<file path="src/sv/hmt_pkg.sv">
// ----------------------------------------------------------------------------
// hmt_pkg: shared types for the heartbeat membership table
// entry layout, request and configuration bundles, command and event codes
// ----------------------------------------------------------------------------
package hmt_pkg;

  typedef enum logic [1:0] {
    CMD_JOIN_REQ = 2'd0,
    CMD_JOIN_REP = 2'd1,
    CMD_MERGE    = 2'd2,
    CMD_TICK     = 2'd3
  } cmd_e;

  typedef enum logic [2:0] {
    EV_ADDED   = 3'd0,
    EV_RAISED  = 3'd1,
    EV_SAME    = 3'd2,
    EV_FULL    = 3'd3,
    EV_REMOVED = 3'd4,
    EV_PING    = 3'd5
  } ev_e;

  typedef enum logic [2:0] {
    HM_IDLE   = 3'd0,
    HM_FIND   = 3'd1,
    HM_FINISH = 3'd2,
    HM_SWEEP  = 3'd3,
    HM_PING   = 3'd4
  } head_mode_e;

  // register indexes on the configuration port
  localparam logic [1:0] REG_TIMEOUT  = 2'd0;
  localparam logic [1:0] REG_OWN_ID   = 2'd1;
  localparam logic [1:0] REG_OWN_PORT = 2'd2;

  typedef struct packed {
    logic [31:0] id;
    logic [15:0] port;
    logic [31:0] hb;
    logic [31:0] ls;
  } ent_data_t;

  typedef struct packed {
    logic      valid;
    ent_data_t data;
  } entry_t;

  typedef struct packed {
    logic rotate;
    logic compact;
    logic load;
  } cell_ctrl_t;

  typedef struct packed {
    cmd_e        cmd;
    logic [31:0] id;
    logic [15:0] port;
    logic [31:0] hb;
    logic [31:0] et;
    logic [31:0] now;
  } req_t;

  typedef struct packed {
    logic [15:0] timeout;
    logic [31:0] own_id;
    logic [15:0] own_port;
  } cfg_t;

  typedef struct packed {
    ev_e         ev;
    logic [31:0] id;
    logic [15:0] port;
    logic [31:0] hb;
  } res_t;

endpackage

</file>
<file path="src/sv/hmt_head.sv">
// ----------------------------------------------------------------------------
// hmt_head: processing point at the top of the chain
// looks at the entry leaving the top cell, updates it and forms the event
// ----------------------------------------------------------------------------
module hmt_head (
  input  hmt_pkg::head_mode_e mode_i,
  input  hmt_pkg::entry_t     tap_i,
  input  hmt_pkg::req_t       req_i,
  input  hmt_pkg::cfg_t       cfg_i,
  input  logic                found_i,
  input  logic                full_i,
  output hmt_pkg::entry_t     entry_o,
  output logic                res_vld_o,
  output hmt_pkg::res_t       res_o,
  output logic                keep_o
);
  import hmt_pkg::*;

  logic        key_hit;
  logic        own_hit;
  logic        raise;
  logic [31:0] age;
  logic        aged;

  assign key_hit = tap_i.valid && (tap_i.data.id == req_i.id) &&
                   (tap_i.data.port == req_i.port);
  assign own_hit = tap_i.valid && (tap_i.data.id == cfg_i.own_id) &&
                   (tap_i.data.port == cfg_i.own_port);
  assign raise   = (req_i.cmd == CMD_MERGE) && (req_i.hb > tap_i.data.hb);
  assign age     = req_i.now - tap_i.data.ls;
  // a refreshed own entry has age zero
  assign aged    = own_hit ? (cfg_i.timeout == 16'd0) : (age >= {16'd0, cfg_i.timeout});

  always_comb begin
    entry_o   = tap_i;
    res_vld_o = 1'b0;
    res_o.ev  = EV_SAME;
    res_o.id  = req_i.id;
    res_o.port = req_i.port;
    res_o.hb  = tap_i.data.hb;
    keep_o    = 1'b0;
    case (mode_i)
      HM_FIND: begin
        if (key_hit) begin
          res_vld_o = 1'b1;
          if (raise) begin
            entry_o.data.hb = req_i.hb;
            entry_o.data.ls = req_i.now;
            res_o.ev = EV_RAISED;
            res_o.hb = req_i.hb;
          end
        end
      end
      HM_FINISH: begin
        entry_o.valid     = 1'b1;
        entry_o.data.id   = req_i.id;
        entry_o.data.port = req_i.port;
        entry_o.data.hb   = req_i.hb;
        entry_o.data.ls   = (req_i.cmd == CMD_JOIN_REQ) ? req_i.now : req_i.et;
        res_vld_o = !found_i;
        res_o.ev  = full_i ? EV_FULL : EV_ADDED;
        res_o.hb  = full_i ? 32'd0 : req_i.hb;
      end
      HM_SWEEP: begin
        if (own_hit) begin
          entry_o.data.hb = tap_i.data.hb + 32'd1;
          entry_o.data.ls = req_i.now;
        end
        res_o.id   = tap_i.data.id;
        res_o.port = tap_i.data.port;
        res_o.hb   = entry_o.data.hb;
        res_o.ev   = EV_REMOVED;
        if (tap_i.valid) begin
          if (aged) begin
            entry_o.valid = 1'b0;
            res_vld_o     = 1'b1;
          end else begin
            keep_o = 1'b1;
          end
        end
      end
      HM_PING: begin
        res_vld_o  = tap_i.valid;
        res_o.ev   = EV_PING;
        res_o.id   = tap_i.data.id;
        res_o.port = tap_i.data.port;
      end
      default: begin
      end
    endcase
  end

endmodule

</file>
<file path="config.mk">
export PLATFORM = sky130hd
export DESIGN_NAME = hmt_head
export DESIGN_NICKNAME = d
export VERILOG_FILES = /design/src/sv/hmt_pkg.sv /design/src/sv/hmt_head.sv
export SDC_FILE = /design/constraint.sdc
export NUM_CORES = 1
export LEC_CHECK = 0
export ABC_AREA = 1
export BUFFER_PORTS_ARGS = -buffer_cell sky130_fd_sc_hd__buf_2
export CAP_MARGIN = 10
export CORE_MARGIN = 4
export CORE_UTILIZATION = 29
export DETAILED_ROUTE_END_ITERATION = 10
export GPL_ROUTABILITY_DRIVEN = 0
export PLACE_DENSITY_LB_ADDON = 0.2
export SETUP_SLACK_MARGIN = 0.4
export SYNTH_ARGS = -nofsm -noshare
export SYNTH_HDL_FRONTEND = slang
export SYNTH_SLANG_ARGS = --single-unit
</file>
<file path="constraint.sdc">
create_clock -name vclk -period 3
set_input_delay 0 -clock vclk [all_inputs]
set_output_delay 0 -clock vclk [all_outputs]
set_load 0.005 [all_outputs]
</file>
Yosys cells after proc, flatten, opt, wreduce, memory -nomap -nowiden
Index checks and enable logic that the tools add are counted.
{"block": "classes", "shift": 0, "n_reduce_logical": 9, "mul": 0, "n_eq_ne": 9, "add_sub_neg": 2, "magnitude_cmp": 2, "mux": 24, "n_bitwise": 0, "div": 0}
{"op": "$mux W64", "n": 3}
{"op": "$pmux W64 S3", "n": 1}
{"op": "$mux W32", "n": 4}
{"op": "$mux W48", "n": 2}
{"op": "$pmux W32 S3", "n": 1}
{"op": "$eq A32 B32 Y1", "n": 2}
{"op": "$add A32 B1 Y32 const B", "n": 1}
{"op": "$eq A16 B16 Y1", "n": 2}
{"op": "$ge A32 B16 Y1", "n": 1}
{"op": "$gt A32 B32 Y1", "n": 1}
{"op": "$sub A32 B32 Y32", "n": 1}
{"op": "$logic_not A16 Y1", "n": 1}
{"op": "$pmux W3 S4", "n": 1}
{"op": "$mux W1", "n": 7}
{"op": "$eq A3 B2 Y1 const B", "n": 2}
{"op": "$logic_and A1 B1 Y1", "n": 5}
{"op": "$mux W2", "n": 2}
{"op": "$pmux W1 S4", "n": 1}
{"op": "$eq A3 B1 Y1 const B", "n": 1}
{"op": "$eq A3 B3 Y1 const B", "n": 1}
{"op": "$mux W3", "n": 1}
{"op": "$eq A2 B2 Y1 const B", "n": 1}
{"op": "$logic_not A2 Y1", "n": 1}
{"op": "$pmux W1 S2", "n": 1}
{"op": "2 further kinds", "n": 2}
{"block": "word_totals", "ramBits": 0, "rom_bits": 0, "n_memories": 0, "regBits": 0, "in_bits": 328, "latch_bits": 0, "wordCells": 46, "output_inout_bits": 198}

Logic depth before layout (Yosys ltp)
{"block": "logic_depth", "depth_word": 7, "depth_mapped": 24, "ltp_nobuf": 24}

Worst setup path before layout
Ideal clock, no wire load.
{"block": "synth_path", "path_kind": "input to output", "from": "input port req_i[0] in the netlist's numbering", "to": "output port keep_o", "t_arrival_ns": 2.400, "required_ns": 3.000, "path_buffers": 0, "slack_ns": 0.600, "path_stages": 21, "path_cell_list": "inv_1 ha_1 fa_1 o21ai_0 nand2_1 nand2_1 nand2_1 nand2_1 xor2_1 ha_1 a21oi_1 nor2_1 a211oi_1 nand4_1 nor2_1 nand3_1 nor2_1 nand2_1 nand2_1 nand2_1 nor2_1"}
{"block": "synth_via", "elab_chain_len": 6}
{"item": "start, declared", "line_no": "hmt_head.sv:8", "source": "input hmt_pkg::req_t req_i,"}
{"item": "$sub A32 B32 Y32", "line_no": "hmt_head.sv:30", "source": "assign age = req_i.now - tap_i.data.ls;"}
{"item": "$ge A32 B16 Y1", "line_no": "hmt_head.sv:32", "source": "assign aged = own_hit ? (cfg_i.timeout == 16'd0) : (age >= {16'd0, cfg_i.timeout});"}
{"item": "$mux W1", "line_no": "hmt_head.sv:32"}
{"item": "$mux W1", "line_no": "hmt_head.sv:74", "source": "if (aged) begin"}
{"item": "$mux W1", "line_no": "hmt_head.sv:73", "source": "if (tap_i.valid) begin"}
{"item": "$mux W1", "line_no": "hmt_head.sv:42", "source": "case (mode_i)"}
{"item": "end, declared", "line_no": "hmt_head.sv:15", "source": "output logic keep_o"}
Every way passes these cells.

Worst setup path in the final report
{"block": "layout_path", "from": "input port tap_i[7] in the netlist's numbering", "to": "output port res_vld_o"}
{"block": "layout_via", "elab_chain_len": 6}
{"item": "start, declared", "line_no": "hmt_head.sv:7", "source": "input hmt_pkg::entry_t tap_i,"}
{"item": "$sub A32 B32 Y32", "line_no": "hmt_head.sv:30"}
{"item": "$ge A32 B16 Y1", "line_no": "hmt_head.sv:32"}
{"item": "$mux W1", "line_no": "hmt_head.sv:32"}
{"item": "$mux W1", "line_no": "hmt_head.sv:74"}
{"item": "$mux W1", "line_no": "hmt_head.sv:73"}
{"item": "$pmux W1 S4", "line_no": "hmt_head.sv:42"}
{"item": "end, declared", "line_no": "hmt_head.sv:13", "source": "output logic res_vld_o,"}
Every way passes these cells.

==> run summary <==
### Run status
- **status** complete, no violations

### Yosys
- **instance count of the mapped netlist** 2506
- **most frequent cell after synthesis** nand2_1
- **main combinational cell family by area after synthesis** simple AND/OR/NAND/NOR gates
- **register area share after synthesis** 0%
- **netlist area before placement** 12010 µm²
- **top cells by area, synth** nand2_1, inv_1, ha_1
- **count of different cell masters after synthesis** 49
- **number of warnings reported in the yosys synthesis log** 0
- **synthesized net count** 2915
- **area share of and/or/nand/nor cells after synthesis** 57.01%
- **top post-synthesis cells by count** nand2_1, inv_1, nor2_1
- **area share of the largest cell type after synthesis** 28.70%
- **Synth area leader** nand2_1
- **xor-xnor portion of the synthesized cell area** 3.502%
- **adder and majority gate portion of the synthesized area** 8.504%
- **mux share of post-synthesis cell area** 0%
- **Synth Area in Compound Gates** 14.87%
- **Post-Syn Area per Cell** 4.791 µm²

### STA
- **endpoints failing setup** 0
- **crit path time final** 2.761 ns
- **transition time at the pin with the least slew margin** 1.258 ns
- **Slew HR** 16.16%
- **final cycle utilization of the critical path** 92.02%
- **RSZ-0062 raised after global routing** yes
- **number of failing hold endpoints at the final stage** 0
- **Highest Clock Rate** 362.2 MHz
- **number of max-slew violations in the final report** 0
- **sum of negative setup slack** 0 ns

### Floorplanning
- **area enclosed by the die boundary** 44720 µm²
- **Initial Util** 29.34%
- **Core Area** 40920 µm²
- **number of core rows** 74
- **die height** 211.5 µm
- **die width** 211.5 µm
- **count of boundary I/O pins** 526

### Drt
- **average wire per standard cell** 18.68 µm
- **router iterations before antenna repair** 9
- **count of vias placed by the detailed router** 18871
- **Routed Wire Length** 66220 µm
- **Antenna Violating Nets Remaining** 0
- **Via-to-Cell Ratio** 5.325
- **post-detailed-route DRC marker count** 0
- **initial DRC count** 1882

### Global routing
- **global-route total usage across every layer** 26.97%
- **total global routing overflow** 0
- **maximum number of pins on one net before global-route repair** 131
- **first-pass GRT wire length** 96820 µm
- **number of global-route vias before repair** 17467
- **initial antenna violation count** 5

### Cells and area
- **# clk buffers** 0
- **multi-input logic area** 10550 µm²
- **Area growth syn-to-layout** 32.74%
- **number of inserted filler cells in the final layout** 4617
- **flip-flop and latch area** 0 µm²
- **final non-filler cell total** 3544
- **number of flip-flops and latches** 0
- **total non-filler cell area in the finished layout** 15940 µm²
- **core utilization of the finished layout** 38.94%
- **Final Net Count** 3421
- **layout cells sized above 1** 24.02%

### Setup path
- **arrival time at the worst endpoint** 2.76 ns
- **data required time at the worst endpoint** 3.00 ns
- **critical setup path kind** input pin to output port
- **crit end category** output port
- **critical path fanouts, max** 4
- **startpoint class of the critical path** input pin

### Placement
- **Placed Cells incl. Taps** 3513
- **input/output buffers** 526
- **standard cell area after detailed placement** 15220 µm²
- **HPWL Detailed** 54910 µm

### CTS
- **number of hold-repair buffers added at the cts stage** 0

### Pwr
- **leakage power summed over all cells** 9.204 nW
- **power density over cell area** 165.0 nW/µm²
- **maximum vdd ir drop** 73.44 µV

### Min path
- **hold-critical path endpoint** entry_o[27]
- **min-delay worst type** input pin to output port
- **cell depth of the worst min-delay path** 4
- **Hold Crit Start** tap_i[27]

### Flow run
- **max-capacitance violation count** 0

placed cells by master (no fill, tap or decap), types with 11 or more instances in the layout:
cell      count
ha_1         65
nand2_1     897
nor3_1       41
nand4_1     123
nor2_2       11
buf_4        59
nand3_1     161
nor2_1      191
inv_2        22
ha_4         15
nor4_1       27
buf_2       523
nand3b_1     25
a21oi_1      97
xor2_1       40
inv_1       374
o21ai_1      19
nand2_2      19
o21ai_0     184
how the worst max path moves through the flow:
stage	to	slack (ns)	start	depth (start not counted)
floorplan	keep_o	0.60	req_i[0]	21
global placement	res_vld_o	0.09	req_i[0]	24
detailed placement	entry_o[112]	0.04	req_i[0]	23
CTS	res_vld_o	0.32	req_i[0]	24
global route	keep_o	0.02	tap_i[6]	23
finish	res_vld_o	0.24	tap_i[7]	22
report_power, final:
| group | switching [mW] | internal [mW] | total (mW) |
|---|---|---|---|
| combinational | 1.64 | 0.991 | 2.63 |
| sequential | 0 | 0 | 0 |
| clock | 0 | 0.0000000891 | 0.0000000891 |
per-layer routing:
| metal | vias to the layer above | track usage (%) | routed length, µm |
|---|---|---|---|
| li1 | 9113 | - | - |
| met5 | - | 0 | 22 |
| met1 | 8557 | 34.63 | 26830 |
| met2 | 1032 | 46.46 | 30880 |
| met3 | 165 | 4.979 | 6397 |
| met4 | 4 | 7.175 | 2095 |
metrics by stage:
stage               hold WS, ns  power (mW)  setup slack (ns)
floorplan               0.09621       1.319            0.5997
global placement         0.2839       2.371           0.08725
detailed placement       0.2883       2.393           0.03979
CTS                      0.2904       2.501            0.3245
global route             0.3004       2.883           0.01599
finish                   0.2868       2.630            0.2394
area by class of cell:
cell class,count,share of cell area [%]
repair buffers,590,20.07
multi-input cells,2019,66.20
inverters,401,9.524
well taps,532,4.177
diodes,2,0.03141
kinds of logic (layout without fill, tap and decap cells):
| group | after synthesis | after routing |
|---|---|---|
| buf+inv | 487 | 991 |
| simple gates | 1551 | 1551 |
| fa+ha+maj | 81 | 81 |
| xor+xnor | 48 | 48 |
| compound gates | 339 | 339 |
| other cells | 0 | 2 |
worst max-delay path: stages:
cell and delay, ns:
buf_2 0.11, inv_4 0.05, ha_4 0.26, nand2_4 0.09, inv_1 0.06, a21oi_2 0.16
buf_4 0.13, buf_4 0.09, nand3_1 0.15, xor2_1 0.19, ha_1 0.29, a21oi_1 0.15
nor3_1 0.06, a211oi_1 0.22, a21oi_1 0.14, nor2_1 0.10, nand2_1 0.10, nand2_2 0.11
nand2_1 0.05, nand2_1 0.06, nand2_1 0.05, buf_2 0.12
repair_timing:
item / CTS / global route
pin swaps: 10 / 20
buffers inserted: 17 / 12
resized for setup: 63 / 47
setup endpoints to repair: 7 / 77
No activity file was read; power rests on OpenSTA's default activity.
