==> config.mk <==
export PLATFORM = sky130hd
export DESIGN_NAME = hmt_cell
export DESIGN_NICKNAME = d
export VERILOG_FILES = /design/src/sv/hmt_pkg.sv /design/src/sv/hmt_cell.sv
export SDC_FILE = /design/constraint.sdc
export NUM_CORES = 1
export LEC_CHECK = 0
export BUFFER_PORTS_ARGS = -buffer_cell sky130_fd_sc_hd__clkbuf_2
export CORE_AREA = 2 2 177 179
export CTS_BUF_LIST = sky130_fd_sc_hd__clkbuf_8
export CTS_CLUSTER_SIZE = 20
export DETAILED_ROUTE_END_ITERATION = 6
export DIE_AREA = 0 0 179 181
export GPL_ROUTABILITY_DRIVEN = 0
export HOLD_SLACK_MARGIN = 0.12
export PLACE_DENSITY = 0.55
export SLEW_MARGIN = 20
export SYNTH_ARGS = -nofsm -noshare
export SYNTH_HDL_FRONTEND = slang
export SYNTH_SLANG_ARGS = --single-unit
export TNS_END_PERCENT = 1
==> constraint.sdc <==
create_clock -name clk_i -period 8.36 [get_ports clk_i]
set_input_delay 2.508 -clock clk_i [delete_from_list [all_inputs] [get_ports clk_i]]
set_output_delay 2.508 -clock clk_i [all_outputs]
set_load 0.005 [all_outputs]
==> src/sv/hmt_pkg.sv <==
// ----------------------------------------------------------------------------
// hmt_pkg: shared types for the heartbeat membership table
// entry layout, request and configuration bundles, command and event codes
// ----------------------------------------------------------------------------
package hmt_pkg;

  typedef enum logic [1:0] {
    CMD_JOIN_REQ = 2'd0,
    CMD_JOIN_REP = 2'd1,
    CMD_MERGE    = 2'd2,
    CMD_TICK     = 2'd3
  } cmd_e;

  typedef enum logic [2:0] {
    EV_ADDED   = 3'd0,
    EV_RAISED  = 3'd1,
    EV_SAME    = 3'd2,
    EV_FULL    = 3'd3,
    EV_REMOVED = 3'd4,
    EV_PING    = 3'd5
  } ev_e;

  typedef enum logic [2:0] {
    HM_IDLE   = 3'd0,
    HM_FIND   = 3'd1,
    HM_FINISH = 3'd2,
    HM_SWEEP  = 3'd3,
    HM_PING   = 3'd4
  } head_mode_e;

  // register indexes on the configuration port
  localparam logic [1:0] REG_TIMEOUT  = 2'd0;
  localparam logic [1:0] REG_OWN_ID   = 2'd1;
  localparam logic [1:0] REG_OWN_PORT = 2'd2;

  typedef struct packed {
    logic [31:0] id;
    logic [15:0] port;
    logic [31:0] hb;
    logic [31:0] ls;
  } ent_data_t;

  typedef struct packed {
    logic      valid;
    ent_data_t data;
  } entry_t;

  typedef struct packed {
    logic rotate;
    logic compact;
    logic load;
  } cell_ctrl_t;

  typedef struct packed {
    cmd_e        cmd;
    logic [31:0] id;
    logic [15:0] port;
    logic [31:0] hb;
    logic [31:0] et;
    logic [31:0] now;
  } req_t;

  typedef struct packed {
    logic [15:0] timeout;
    logic [31:0] own_id;
    logic [15:0] own_port;
  } cfg_t;

  typedef struct packed {
    ev_e         ev;
    logic [31:0] id;
    logic [15:0] port;
    logic [31:0] hb;
  } res_t;

endpackage

==> src/sv/hmt_cell.sv <==
// ----------------------------------------------------------------------------
// hmt_cell: one slot of the membership chain
// holds one entry; rotates it to the next cell, closes gaps, or loads a new one
// ----------------------------------------------------------------------------
module hmt_cell (
  input  logic               clk_i,
  input  logic               rst_ni,
  input  hmt_pkg::cell_ctrl_t ctrl_i,
  input  hmt_pkg::entry_t    lower_i,
  input  logic               lower_vld_i,
  input  hmt_pkg::entry_t    upper_i,
  input  hmt_pkg::entry_t    load_i,
  output hmt_pkg::entry_t    entry_o
);
  import hmt_pkg::*;

  logic      vld_q, vld_d;
  ent_data_t pay_q, pay_d;

  always_comb begin
    vld_d = vld_q;
    pay_d = pay_q;
    if (ctrl_i.rotate) begin
      vld_d = lower_i.valid;
      pay_d = lower_i.data;
    end else if (ctrl_i.compact) begin
      if (vld_q) begin
        // hop down into an empty neighbour
        if (!lower_vld_i) begin
          vld_d = 1'b0;
        end
      end else if (upper_i.valid) begin
        vld_d = 1'b1;
        pay_d = upper_i.data;
      end
    end else if (ctrl_i.load) begin
      vld_d = load_i.valid;
      pay_d = load_i.data;
    end
  end

  always_ff @(posedge clk_i or negedge rst_ni) begin
    if (!rst_ni) begin
      vld_q <= 1'b0;
    end else begin
      vld_q <= vld_d;
    end
  end

  always_ff @(posedge clk_i) begin
    pay_q <= pay_d;
  end

  assign entry_o.valid = vld_q;
  assign entry_o.data  = pay_q;

endmodule

## Yosys cells after proc, flatten, opt, wreduce, memory -nomap -nowiden

Cells that the tools add are included.

- Equality and inequality tests: 2
- Muxes and demuxes: 11
- Reduce and logical (&&, ||, !) cells: 2

Operators with widths:

| operator | count |
|---|---|
| 2-to-1 mux 112 bit | 5 |
| 2-to-1 mux 1 bit | 6 |
| inequality test 3 x 1 -> 1 bit (second input constant) | 1 |
| inequality test 3 bit (second input constant) | 1 |
| AND reduction 3 bit | 1 |
| nonzero test 3 bit | 1 |

- Bits in registers: 113
- Input port bits: 345
- Output and inout port bits: 113
- Word-level logic and storage cells: 20

## Logic depth before layout (Yosys ltp)

Gate-level depths: netlist of the first run.

- Depth in word-level cells: 4
- Gate-level depth with buffers: 5
- Depth with buffers taken out: 3

## Least setup slack after synthesis of the first run

Ideal clock, no wire load.

- Kind: input -> register
- Start: input ctrl_i[1] in the netlist's numbering
- End: register pay_q, in the netlist entry_o[0] (enable)
- Setup time: 620 ps
- Data arrival time: 8399 ps
- Data required time: 7740 ps
- Path slack: -659 ps
- Stages on the path: 5
- Path buffers: 3
- Path through: buf_6 -> buf_6 -> buf_8 -> nor3_1 -> a21oi_1

- Longest elaborated chain between the ends: 2
- Elaborated cells on any way between the ends: 4
- Classes of those cells: eq/ne: 2; reduce/logical: 2

RTL lines:

| what | line | text |
|---|---|---|
| from (decl) | hmt_cell.sv:8 | `input hmt_pkg::cell_ctrl_t ctrl_i,` |
| inequality test 3 bit (no source line) (tied with other cells) | - |  |
| AND reduction 3 bit (no source line) * | - |  |
| to (signal assigned) | hmt_cell.sv:51 | `pay_q <= pay_d;` |
| to (decl) | hmt_cell.sv:18 | `ent_data_t pay_q, pay_d;` |

Mark *: on every way between the ends. The rest lies on a longest branch, timed or not.
A chain may end at the register's enable or synchronous reset.

==> results by group, run 1 <==
STA
  – Tmin final: 4.289 ns
  – Setup TNS: 0 ns
  – Crit share post-route: 51.30%
  – Final hold vios: 0
  – Max Transition Viols Final: 0
  – Least-Margin Pin Slew: 1.004 ns
  – Fmax achieved: 0.2332 GHz
  – RSZ-0062 raised after global routing: no
  – WHS: 0.6790 ns
  – Final setup violation count: 0
  – Max-slew headroom: 33.08%
  – Final worst slack: 4.071 ns
  – Clock Skew: 0.009896 ns

Place
  – Port Buffers: 457
  – Pre-CTS setup slack: 3.647 ns
  – Post-DP Area: 8413 um^2
  – HPWL after detailed placement: 15.73 mm

Setup path
  – Critical Path RT: 8.50 ns
  – Crit-path max FO: 60
  – Slowest CP cell: buf_4
  – Crit path launch type: primary input
  – Arrival @ worst endpoint: 4.43 ns
  – Largest stage delay, worst path: 0.88 ns
  – Critical path's top delay family: buffers and inverters
  – FF-to-FF Start: vld_q$_DFFE_PN0P_
  – Critical path capture point type: flop
  – Critical-path cell list: buf_6 > buf_4 > mux2i_1 > o21ai_0
  – R2r setup slk: 6.41 ns
  – Crit Path Category: in -> reg
  – R2R cell count: 3
  – Crit path buffers/inverters: 2
  – R2r endpoint: entry_o[34]$_DFFE_PP_

Final layout
  – Final nets: 1288
  – Area grow syn2layout: 50.84%
  – Antenna Cells: 0
  – Design area: 8776 um^2
  – Utilization after layout: 28.92%
  – FILL cells: 3224
  – Share of cells above drive strength 1: 50.84%

Yosys
  – Largest family of logic cells by synthesized area: multiplexers
  – Yosys Warn Count: 0
  – Mapped Nets: 846
  – Proportion of synthesized area in mux cells: 19.27%
  – Asr flop ratio synth: 0.8850%
  – Synthesis-stage register bit count: 113
  – Compound-cell area share of the yosys netlist: 10.09%
  – Post-Synth Simple-Gate Area: 8.129%
  – Top_reg_cell synth: edfxtp_1
  – Avg Cell Area, Syn: 11.61 um^2
  – Gate Count Post-Synth: 501
  – Post-synthesis sequential area ratio: 58.24%
  – Syn Std Cell Area: 5818 um^2
  – Synth cell types: 21
  – Adder-cell share of the synthesized area: 0%
  – EDFF count, synth: 112
  – Post-synthesis xor/xnor area fraction: 0%

CTS
  – # clock sinks: 113
  – Clk_lat worst skew: 0.43 ns
  – Deepest clock path buffer count: 2
  – Cts hold-fix bufs: 0
  – CTS Buf Count: 17
  – CTS tree: built
  – H-Tree Level Count: 4
  – Root Driver: clkbuf_8
  – Post-CTS Resized: 0
  – Post-CTS setup buffers: 0
  – Worst-path clk slew: 0.07 ns

Drt
  – Vias: 5479
  – Iteration count of the initial detailed-routing pass: 4
  – DRC: 0
  – DRT iter0 DRCs: 178
  – Routed wire length: 19.79 mm
  – Number of vias per cell: 4.059
  – DRT antenna net count: 0
  – Drt wl/cell: 14.66 um

Hold path
  – Hold Crit Depth: 2
  – Min-delay src: vld_q$_DFFE_PN0P_
  – Hold Path Class: reg -> reg
  – Hold endpoint: vld_q$_DFFE_PN0P_

Floorplan
  – Die W: 179 um
  – Die ar.: 32400 um^2
  – Die H: 181 um
  – CORE AREA: 30350 um^2
  – Starting Density: 19.17%
  – Num rows: 64
  – # IOs: 458

Pwr
  – Power per cell area: 171.9 nW/um^2
  – Leak: 4.372 nW
  – Maximum resistive drop on vdd: 0.00007591 V

Global routing
  – Vias in the first global route: 5351
  – First-pass GRT wire length: 27.81 mm
  – Initial antenna violation count: 0
  – Gr usage total: 11.56%
  – Largest net degree at the start of global routing: 95
  – Grt ovf: 0

Status
  – Outcome: complete, no violations

Run
  – Max_cap viols: 0
-- metrics by stage --
stage	std cells	total power (W)
finish	1350	0.001508
global route	1350	0.001598
CTS	1350	0.001541
detailed placement	1320	0.001024
global placement	1320	0.001021
floorplan	501	0.0008496
-- worst reg2reg max path: stages, from the launching register on --
cell and delay (ns):
dfrtp_1 0.43, nand2b_1 0.20, a21oi_4 0.26, buf_4 0.61
-- layout make-up --
class | instances | area (um^2) | share of cell area, %
clock inverter | 13 | 128.9 | 1.468
clock buffer | 17 | 234.0 | 2.666
multi-input combinational | 349 | 2192 | 24.98
tap | 396 | 495.5 | 5.646
timing repair buffer | 462 | 2337 | 26.63
sequential | 113 | 3388 | 38.61
-- worst max path at each step --
stage | start | slack [ns] | cells past startpoint | endpoint
floorplan | ctrl_i[1] | 1.88 | 5 | entry_o[0]$_DFFE_PP_
detailed placement | ctrl_i[1] | 3.65 | 4 | entry_o[49]$_DFFE_PP_
global route | ctrl_i[1] | 4.01 | 4 | entry_o[49]$_DFFE_PP_
finish | ctrl_i[1] | 4.07 | 4 | entry_o[49]$_DFFE_PP_
global placement | ctrl_i[1] | 3.72 | 4 | entry_o[45]$_DFFE_PP_
CTS | ctrl_i[1] | 4.15 | 4 | entry_o[30]$_DFFE_PP_
-- cell usage after synthesis (2+ instances only) --
cell      count  share of area [%]
nand2b_1      3               0.32
o21ai_0      63                5.4
mux2i_1     112                 19
nand2_1     112                7.2
buf_4         7               0.90
a21oi_1       2               0.17
buf_8         5                1.3
o21ai_1      49                4.2
edfxtp_1    112                 58
clkbuf_1     21                1.4
buf_6         2               0.39
buf_2         4               0.34
-- registers in the layout, indices dropped and copies added (netlist names) --
signal	cells
entry_o	112
vld_q	1
-- power by group --
part           leakage, nW  switching [W]  internal [W]  total (W)
clock network        0.190       0.000224      0.000281   0.000505
logic                 3.01       0.000142      0.000141   0.000283
registers             1.17      0.0000188      0.000702   0.000720
total                 4.37       0.000385       0.00112    0.00151
-- cell usage in the layout, fill, tap and decap left out, types with 5 or more instances in the layout --
cell,Yosys,routed
nand2_1,112,112
buf_4,7,5
clkbuf_8,0,17
edfxtp_1,112,112
clkbuf_2,0,455
o21ai_1,49,49
o21ai_0,63,63
clkinv_1,0,7
mux2i_1,112,112
-- kinds of logic (layout without fill, tap and decap cells) --
logic type / count (synthesis) / in the layout
AO/OA/AOI/OAI: 116 / 116
flip-flops: 113 / 113
multiplexers: 112 / 112
buffers and inverters: 39 / 492
AND/OR/NAND/NOR: 121 / 121
-- routing by layer --
metal	global-route usage, %	share of wire, %
met3	3.893	9.8
met1	12.00	37
met2	21.42	52
met4	3.935	1.2
met5	0	0
Note: power is estimated with default switching activity, not from simulation.
==> run 2: changes to the inputs <==
--- a/config.mk
+++ b/config.mk
@@ -13,7 +13,7 @@
 export DIE_AREA = 0 0 179 181
 export GPL_ROUTABILITY_DRIVEN = 0
 export HOLD_SLACK_MARGIN = 0.12
-export PLACE_DENSITY = 0.55
+export PLACE_DENSITY = 0.56
 export SLEW_MARGIN = 20
 export SYNTH_ARGS = -nofsm -noshare
 export SYNTH_HDL_FRONTEND = slang
==> constraint.sdc (replaced) <==
create_clock -name clk_i -period 3.7 [get_ports clk_i]
set_input_delay 1.11 -clock clk_i [delete_from_list [all_inputs] [get_ports clk_i]]
set_output_delay 1.11 -clock clk_i [all_outputs]
set_load 0.005 [all_outputs]
==> run 2 against run 1 <==
Against the previous run: die area unchanged; largest cell class unchanged; combinational power grew 130%; non-clock buffer count increased by 2; sequential share of layout area is 0.86 points lower; global-route usage is 0.23 points higher; wire length up 2.8%; sequential power increased by 130%; power grew 150%; worst setup slack got worse by 2.5 ns; core utilization grew 0.66 points; clock power grew to 2.8 times the previous value; flip-flop and latch count stayed put.
==> results by group, run 2 (synthesis gave the netlist of run 1 again) <==
STA
  – Clock Skew: 0.009767 ns
  – Final hold vios: 0
  – Crit share post-route: 56.97%
  – Max Transition Viols Final: 0
  – Max-slew headroom: 69.94%
  – RSZ-0062 raised after global routing: no
  – Final worst slack: 1.592 ns
  – Final setup violation count: 0
  – WHS: 0.4452 ns
  – Tmin final: 2.108 ns
  – Setup TNS: 0 ns
  – Least-Margin Pin Slew: 0.4509 ns
  – Fmax achieved: 0.4744 GHz

Status
  – Outcome: complete, no violations

Global routing
  – GR Util met1: 12.32%
  – Busiest grt layer: met2
  – Grt ovf: 0
  – Gr usage total: 11.79%
  – Vias in the first global route: 5218
  – M3 GR Usage: 3.325%
  – Largest net degree at the start of global routing: 117
  – Initial antenna violation count: 0
  – Met2 GRT Util: 22.42%
  – First-pass GRT wire length: 28.11 mm

Setup path
  – Crit path buffers/inverters: 1
  – Critical-path cell list: clkbuf_2
  – Critical Path RT: 2.59 ns
  – Critical path capture point type: output pin
  – Crit-path max FO: 1
  – Critical path's top delay family: flip-flops
  – Largest stage delay, worst path: 0.43 ns
  – Slowest CP cell: edfxtp_1
  – Crit path launch type: flop
  – Arrival @ worst endpoint: 1.00 ns
  – Crit Path Category: reg -> out

Final layout
  – Sequential cell area: 3388 um^2
  – Leading cell type in the layout, fill and taps excluded: clkbuf_2
  – Final nets: 1290
  – Antenna Cells: 0
  – FILL cells: 3202
  – Area grow syn2layout: 54.28%
  – Multi-input logic area: 2203 um^2
  – Most frequent cells in the layout: 455 x clkbuf_2, 112 x mux2i_1, 112 x nand2_1, 112 x edfxtp_1, 63 x o21ai_0
  – Fin cells: 1354
  – Largest register FFs: 112
  – Share of cells above drive strength 1: 51.88%

CTS
  – CTS tree: built
  – Cts hold-fix bufs: 0
  – Post-CTS Resized: 0
  – Post-CTS setup buffers: 0
  – Worst-path clk slew: 0.07 ns
  – Clk_lat worst skew: 0.43 ns
  – Deepest clock path buffer count: 2
  – Root Driver: clkbuf_8
  – # clock sinks: 113
  – CTS Buf Count: 17
  – H-Tree Level Count: 4

Place
  – Pre-CTS setup slack: 1.116 ns
  – Port Buffers: 457
  – Placed Cells: 1322
  – HPWL after detailed placement: 16.23 mm

Pwr
  – Tot Pwr: 0.003706 W
  – Maximum resistive drop on vdd: 0.0001557 V
  – Power per cell area: 412.8 nW/um^2
  – Leak: 4.454 nW

Drt
  – Routed wire length: 20.34 mm
  – DRT antenna net count: 0
  – DRC: 0
  – Drt wl/cell: 15.02 um
  – Number of vias per cell: 4.012
  – Iteration count of the initial detailed-routing pass: 6
  – DRT iter0 DRCs: 163
  – Vias: 5432

Floorplan
  – CORE AREA: 30350 um^2
  – Starting Density: 19.17%
  – Die W: 179 um
  – # IOs: 458
  – Die ar.: 32400 um^2
  – Die H: 181 um
  – Num rows: 64

Run
  – Max_cap viols: 0

Hold path
  – Hold Path Class: in -> async
-- run 2: cell count changes in the layout (fill, tap and decap cells not counted), sizes merged --
cell      delta
buf          +2
bufinv       +3
clkinvlp     +1
inv          -2
-- run 2: power breakdown --
part | switching (W) | internal, W | total [W]
Combinational | 0.000332 | 0.000327 | 0.000659
Sequential | 0.0000426 | 0.00158 | 0.00163
Clock | 0.000554 | 0.000867 | 0.00142
-- run 2: area by class of cell --
class	count	area share (%)
clock inverters	15	2.676
multi-input cells	349	24.55
repair buffers	464	26.90
flip-flops and latches	113	37.75
well taps	396	5.520
clock buffers	17	2.607
-- run 2: final timing paths --
path / to / start / depth (start not counted) / slack (ns)
max reg2reg: entry_o[31]$_DFFE_PP_ / vld_q$_DFFE_PN0P_ / 3 / 2.16
min reg2reg: vld_q$_DFFE_PN0P_ / vld_q$_DFFE_PN0P_ / 2 / 0.66
max in group asynchronous: vld_q$_DFFE_PN0P_ / rst_ni / 1 / 3.17
min: vld_q$_DFFE_PN0P_ / rst_ni / 1 / 0.45
min in group clk_i: vld_q$_DFFE_PN0P_ / vld_q$_DFFE_PN0P_ / 2 / 0.66
max: entry_o[111] / entry_o[111]$_DFFE_PP_ / 1 / 1.59
-- run 2: routing by layer --
metal | share of wire [%] | up-vias | wire, um
met2 | 53 | 280 | 10700
li1 | - | 2714 | -
met1 | 38 | 2432 | 7688
met3 | 8.6 | 6 | 1756
met4 | 0.96 | 0 | 196
met5 | 0 | - | 0
-- run 2: through the flow --
step           utilization, %  cell area (um^2)
4_1_cts                 29.58              8976
3_5_place_dp            28.01              8502
2_1_floorplan               -              5858
5_1_grt                 29.58              8976
3_3_place_gp            28.01              8502
6_report                29.58              8976
